### src/design/smx_pkg.sv
// Shared types and constants for the segmented softmax block.
package smx_pkg;

  localparam int DataW = 16;
  localparam int SumW  = 23;
  localparam int ResW  = 18;
  localparam int ColW  = 7;

  // configuration register indexes
  localparam logic REG_LOG_MODE = 1'b0;
  localparam logic REG_COLUMNS  = 1'b1;

  // exp(-2^(k-10)) in Q24, one factor per bit of the distance to the max
  localparam logic [23:0] EXP_F [0:13] = '{
    24'd16760840, 24'd16744480, 24'd16711808, 24'd16646655, 24'd16517109,
    24'd16261035, 24'd15760736, 24'd14805841, 24'd13066109, 24'd10175896,
    24'd6171993,  24'd2270549,  24'd307285,   24'd5628
  };

  typedef struct packed {
    logic load_rd;
    logic load_wr;
    logic pass_init;
    logic rd;
    logic exp_go;
    logic sum_wr;
    logic ln_go;
    logic div_go;
    logic set_res;
    logic emit;
    logic advance;
    logic clear;
  } cmd_t;

  typedef struct packed {
    logic seg_end;
    logic last_elem;
    logic log_mode;
    logic sum_zero;
    logic exp_done;
    logic ln_done;
    logic div_done;
  } sts_t;

endpackage

### src/design/smx_ctrl.sv
// Controller state machine: load, exp-and-sum pass, normalize-and-emit pass.
module smx_ctrl (
  input  logic             clk,
  input  logic             rst,
  input  logic             start,
  output logic             busy,
  input  smx_pkg::sts_t    sts,
  output smx_pkg::cmd_t    cmd
);

  localparam logic [3:0] ST_IDLE     = 4'd0;
  localparam logic [3:0] ST_LOAD     = 4'd1;
  localparam logic [3:0] ST_P1_RD    = 4'd2;
  localparam logic [3:0] ST_P1_EXP   = 4'd3;
  localparam logic [3:0] ST_P1_WAIT  = 4'd4;
  localparam logic [3:0] ST_P1_WR    = 4'd5;
  localparam logic [3:0] ST_P2_RD    = 4'd6;
  localparam logic [3:0] ST_P2_GO    = 4'd7;
  localparam logic [3:0] ST_P2_WAIT  = 4'd8;
  localparam logic [3:0] ST_P2_DWAIT = 4'd9;
  localparam logic [3:0] ST_P2_OUT   = 4'd10;

  logic [3:0] state, state_next;

  always_ff @(posedge clk) begin
    if (rst) begin
      state <= ST_IDLE;
    end else begin
      state <= state_next;
    end
  end

  assign busy = (state != ST_IDLE);

  always_comb begin
    state_next = state;
    cmd = '0;
    case (state)
      ST_IDLE: begin
        if (start) begin
          cmd.load_rd = 1'b1;
          state_next = ST_LOAD;
        end
      end
      ST_LOAD: begin
        cmd.load_wr = 1'b1;
        if (sts.seg_end) begin
          cmd.pass_init = 1'b1;
          state_next = ST_P1_RD;
        end else begin
          state_next = ST_IDLE;
        end
      end
      ST_P1_RD: begin
        cmd.rd = 1'b1;
        state_next = ST_P1_EXP;
      end
      ST_P1_EXP: begin
        cmd.exp_go = 1'b1;
        state_next = ST_P1_WAIT;
      end
      ST_P1_WAIT: begin
        if (sts.exp_done) state_next = ST_P1_WR;
      end
      ST_P1_WR: begin
        cmd.sum_wr = 1'b1;
        if (sts.last_elem) begin
          cmd.pass_init = 1'b1;
          state_next = ST_P2_RD;
        end else begin
          cmd.advance = 1'b1;
          state_next = ST_P1_RD;
        end
      end
      ST_P2_RD: begin
        cmd.rd = 1'b1;
        state_next = ST_P2_GO;
      end
      ST_P2_GO: begin
        if (sts.log_mode) cmd.ln_go = 1'b1;
        else cmd.exp_go = 1'b1;
        state_next = ST_P2_WAIT;
      end
      ST_P2_WAIT: begin
        if (sts.log_mode && sts.ln_done) begin
          cmd.set_res = 1'b1;
          state_next = ST_P2_OUT;
        end else if (!sts.log_mode && sts.exp_done) begin
          if (sts.sum_zero) begin
            cmd.set_res = 1'b1;
            state_next = ST_P2_OUT;
          end else begin
            cmd.div_go = 1'b1;
            state_next = ST_P2_DWAIT;
          end
        end
      end
      ST_P2_DWAIT: begin
        if (sts.div_done) begin
          cmd.set_res = 1'b1;
          state_next = ST_P2_OUT;
        end
      end
      ST_P2_OUT: begin
        cmd.emit = 1'b1;
        if (sts.last_elem) begin
          cmd.clear = 1'b1;
          state_next = ST_IDLE;
        end else begin
          cmd.advance = 1'b1;
          state_next = ST_P2_RD;
        end
      end
      default: begin
        state_next = ST_IDLE;
      end
    endcase
  end

endmodule

### config.mk
export PLATFORM = sky130hd
export DESIGN_NAME = smx_ctrl
export DESIGN_NICKNAME = d
export VERILOG_FILES = /design/src/design/smx_pkg.sv /design/src/design/smx_ctrl.sv
export SDC_FILE = /design/constraint.sdc
export NUM_CORES = 1
export LEC_CHECK = 0
export BUFFER_PORTS_ARGS = -buffer_cell sky130_fd_sc_hd__buf_2
export CAP_MARGIN = 20
export CORE_AREA = 2 2 39 41
export DETAILED_ROUTE_END_ITERATION = 7
export DIE_AREA = 0 0 41 43
export PLACE_DENSITY = 0.71
export SETUP_SLACK_MARGIN = 0.5
export SYNTH_ARGS = -nofsm -noshare
export SYNTH_HDL_FRONTEND = slang
export SYNTH_SLANG_ARGS = --single-unit
### constraint.sdc
create_clock -name clk -period 1.69 [get_ports clk]
set_input_delay 0.169 -clock clk [delete_from_list [all_inputs] [get_ports clk]]
set_output_delay 0.169 -clock clk [all_outputs]
set_load 0.05 [all_outputs]
## Word-level counts from Yosys, hierarchy flattened

Index checks and enable logic that the tools add are counted.
W data, S select, Z words.

| storage, ports and cells | value |
|---|---|
| word-level logic and storage cells | 57 |
| input bits | 10 |
| bits in registers | 4 |

| cells by class | value |
|---|---|
| eq/ne operators | 14 |
| mux-type cells | 34 |
| reduce and logical (&&, ||, !) cells | 8 |

Operator list:

| operator | count |
|---|---|
| $pmux W4 S11 | 1 |
| $mux W1 | 20 |
| $mux W4 | 5 |
| $eq A4 B3 Y1 const B | 4 |
| $eq A4 B4 Y1 const B | 3 |
| $eq A4 B2 Y1 const B | 2 |
| $mux W2 | 3 |
| $mux W3 | 2 |
| $ne A2 B2 Y1 const B | 3 |
| $pmux W1 S2 | 3 |
| $eq A4 B1 Y1 const B | 1 |
| $logic_not A4 Y1 | 1 |
| $reduce_and A4 Y1 | 1 |
| $reduce_bool A4 Y1 | 1 |
| $reduce_or A2 Y1 | 2 |
| $ne A3 B3 Y1 const B | 1 |
| $logic_and A1 B1 Y1 | 2 |
| $logic_not A1 Y1 | 1 |

## Logic depth before layout (Yosys ltp)

| logic depth | value |
|---|---|
| depth after elaboration | 5 |
| depth in mapped cells | 5 |
| depth with buffers taken out | 4 |

## Least setup slack after synthesis

No wires, ideal clock.

| timing path | value |
|---|---|
| path type | register to output |
| from | register state[2] |
| to | output port cmd[1] (netlist name) |
| slack | -0.775 ns |
| data arrival time | 2.296 ns |
| stages on the path, launching flop included | 6 |
| cell sequence | dfxtp_1 > buf_4 > or2b_2 > nor2_1 > nor2_1 > nor2_1 |

RTL lines:

| item | RTL line | RTL |
|---|---|---|
| start, declared | smx_ctrl.sv:23 | `logic [3:0] state, state_next;` |
| start signal, assigned | smx_ctrl.sv:29 | `state <= state_next;` |
| end, declared | smx_ctrl.sv:8 | `output smx_pkg::cmd_t cmd` |

==> out/metrics.yaml <==
route:
  drt_iter0_drc: 42
  vias: 716
  routed_wl_mm: 1.94
  wl_per_cell_um: 16.0
  drc: 0
  via_per_inst: 5.92
  drt_first_pass_iters: 4
  final_antenna_net_count: 0
layout:
  num_antenna_cells: 0
  drive_gt1_frac: 0.686
  multi_input_area_um2: 480
  fill_cells: 116
  fin_util: 0.709
  area_growth_pct: 110
  seqCellArea_um2: 90.1
  regMostFlops: "state"
  largest_registers: "state x4"
  final_cell_area_um2: 981
  nets: 117
  largest_register_ffs: 4
outcome:
  status: "complete, but fails checks"
  violations: "negative setup slack"
critical_path:
  crit_fanout: 3
  start_kind: "register"
  setup.worst_path.end_class: "primary output"
  path_class: "reg -> out"
  required_ns: 1.52
  cp.arrival_ns: 1.56
power:
  power_density_nw_per_um2: 621
  leakagePower_nw: 0.434
  sw_frac_of_total: 0.435
  p_seq_frac: 0.186
  finalPower_mw: 0.609
  power_frac_comb: 0.613
  power.switching_mw: 0.265
  power.internal_mw: 0.344
  peakVddDrop_v: 0.000415
  pwr-share-clk: 0.202
yosys:
  yosysUniqueCellTypes: 29
  synth_area_um2: 467
  synth_largest_area_cell: "dfxtp_1"
  syn_avg_cell_area_um2: 6.76
  ys_seq_area_frac: 0.172
  synth_fp_nets: 79
  synth_top_cell_area_share: 0.172
  synth_cells: 69
  ys_warn_count: 0
  synthTopCellsByArea: "dfxtp_1 17%, nor2_1 8.0%, nand2_1 7.2%"
  yosys_register_bits: 4
grt:
  grt_pass1_wl_mm: 3.17
  grt_max_degree: 13
  grt_pass1_vias: 713
  grt_antenna_before_repair: 0
  overflow: 0
  grt_use_total: 0.266
timing:
  setup_viol_count_final: 1
  period_minus_slack_ns: 1.73
  holdWs_ns: 0.156
  period_share: 1.02
  rsz0062_at_grt: "yes"
  fmax_mhz: 580
  max_slew.worst_pin.slew_ns: 0.459
  maxSlewViolCount: 0
  max_slew_margin: 0.693
  final_hold_viol_count: 0
  setup_slack_ns: -0.0355
  finClkSkew_ns: 0.00705
clock_network:
  cts-root-buf: "clkbuf_4"
  clockBufferDepth: 2
  cts.clk_slew.worst_paths_ns: 0.04
  cts.sinks: 4
  cts_inserted_buffers: 3
  htree_levels: 1
  tritoncts: "built"
  cts_hold_buf: 0
  insertion_delay_ns: 0.24
placement:
  dp_slack_ns: 0.0634
  placed_area_um2: 666
  hpwl_mm: 1.19
  place_congestion: 0.888
  io_buffers: 22
run:
  maxCapViolations: 0
floorplanning:
  num_rows: 14
  dieArea_um2: 1760
  core_area_um2: 1380
  start_util: 0.337
  die_h_um: 43
  io_pins: 23
  die_x_um: 41
worst_hold_path:
  worst_hold_path_type: "in -> reg"
cells in the mapped netlist:
cell and instances:
or4b_4 1, nand2_1 9, nor2b_1 2, a211oi_1 1, or3_1 1, a221oi_1 1, nand2b_1 3, a21o_1 1
a22oi_1 2, o21ai_0 2, or2b_2 1, nor2_1 10, dfxtp_1 4, a21oi_1 3, a41oi_1 1, a32o_1 1
nor2_4 2, o22ai_1 1, o21ai_1 1, inv_1 5, buf_4 2, buf_2 2, a2111oi_1 1, nor3_1 6
a221o_1 1, and3_1 2, nand2b_2 1, a2111oi_2 1, o22a_1 1
path summary, 6_finish.rpt:
| kind | startpoint | to | slack, ns | depth (start not counted) |
|---|---|---|---|---|
| min reg2reg | state[3] | state[2] | 0.63 | 3 |
| max | state[1] | cmd[3] | -0.04 | 4 |
| max reg2reg | state[1] | state[1] | 0.02 | 6 |
| min | rst | state[2] | 0.16 | 2 |
through the flow:
stage,TNS [ns],std cells
after detailed placement,0,108
after CTS,-0.00187,120
after floorplan,0,69
final,-0.0355,121
after global routing,-0.107,121
after global placement,0,108
layout make-up:
class,count,share of cell area
multi-input combinational,56,0.490
inverter,5,0.0191
sequential,4,0.0918
tap,16,0.0204
timing repair buffer,37,0.356
clock buffer,3,0.0230
repair_timing:
item,in CTS,in global routing
setup endpoints to repair,15,17
resized for setup,55,10
cloned,1,0
pin swaps,12,8
buffers inserted,8,1
layer usage:
layer,track usage,wire (um),vias to the layer above
li1,-,-,325
met1,0.282,673,330
met2,0.431,1070,53
met3,0.0628,134,8
met4,0.180,60,0
met5,0,0,-
critical path: stages (launching register included):
cell     delay (ns)
dfxtp_2        0.33
or4b_4         0.58
nor2_4         0.11
a32o_2         0.14
buf_6          0.16
placed cells by master, fill, tap and decap left out, types with 3 or more instances in the layout:
| cell type | netlist | final |
|---|---|---|
| a21oi_1 | 3 | 3 |
| nor3_4 | 0 | 4 |
| buf_8 | 0 | 7 |
| buf_6 | 0 | 11 |
| nand2_2 | 0 | 3 |
| buf_4 | 2 | 10 |
| nor2_1 | 10 | 4 |
| inv_1 | 5 | 4 |
| nand2b_4 | 0 | 3 |
| nor2_4 | 2 | 7 |
| nand2_1 | 9 | 6 |
| buf_2 | 2 | 9 |
| clkbuf_4 | 0 | 3 |
cells by family (layout without fill, tap and decap cells):
family | count (synthesis) | in the layout | share of synthesized area
and+or+nand+nor | 38 | 38 | 0.440
DFF | 4 | 4 | 0.172
AOI/OAI and AO/OA | 18 | 18 | 0.295
buffers and inverters | 9 | 45 | 0.0938
power by group through the flow:
stage                     clock, mW  sequential, mW  combinational, mW
after global placement            0           0.118              0.231
after floorplan                   0           0.109              0.187
final                         0.123           0.113              0.373
after global routing          0.129           0.113              0.391
after detailed placement          0           0.120              0.233
after CTS                     0.122           0.110              0.342
(Power assumes the default switching activity.)
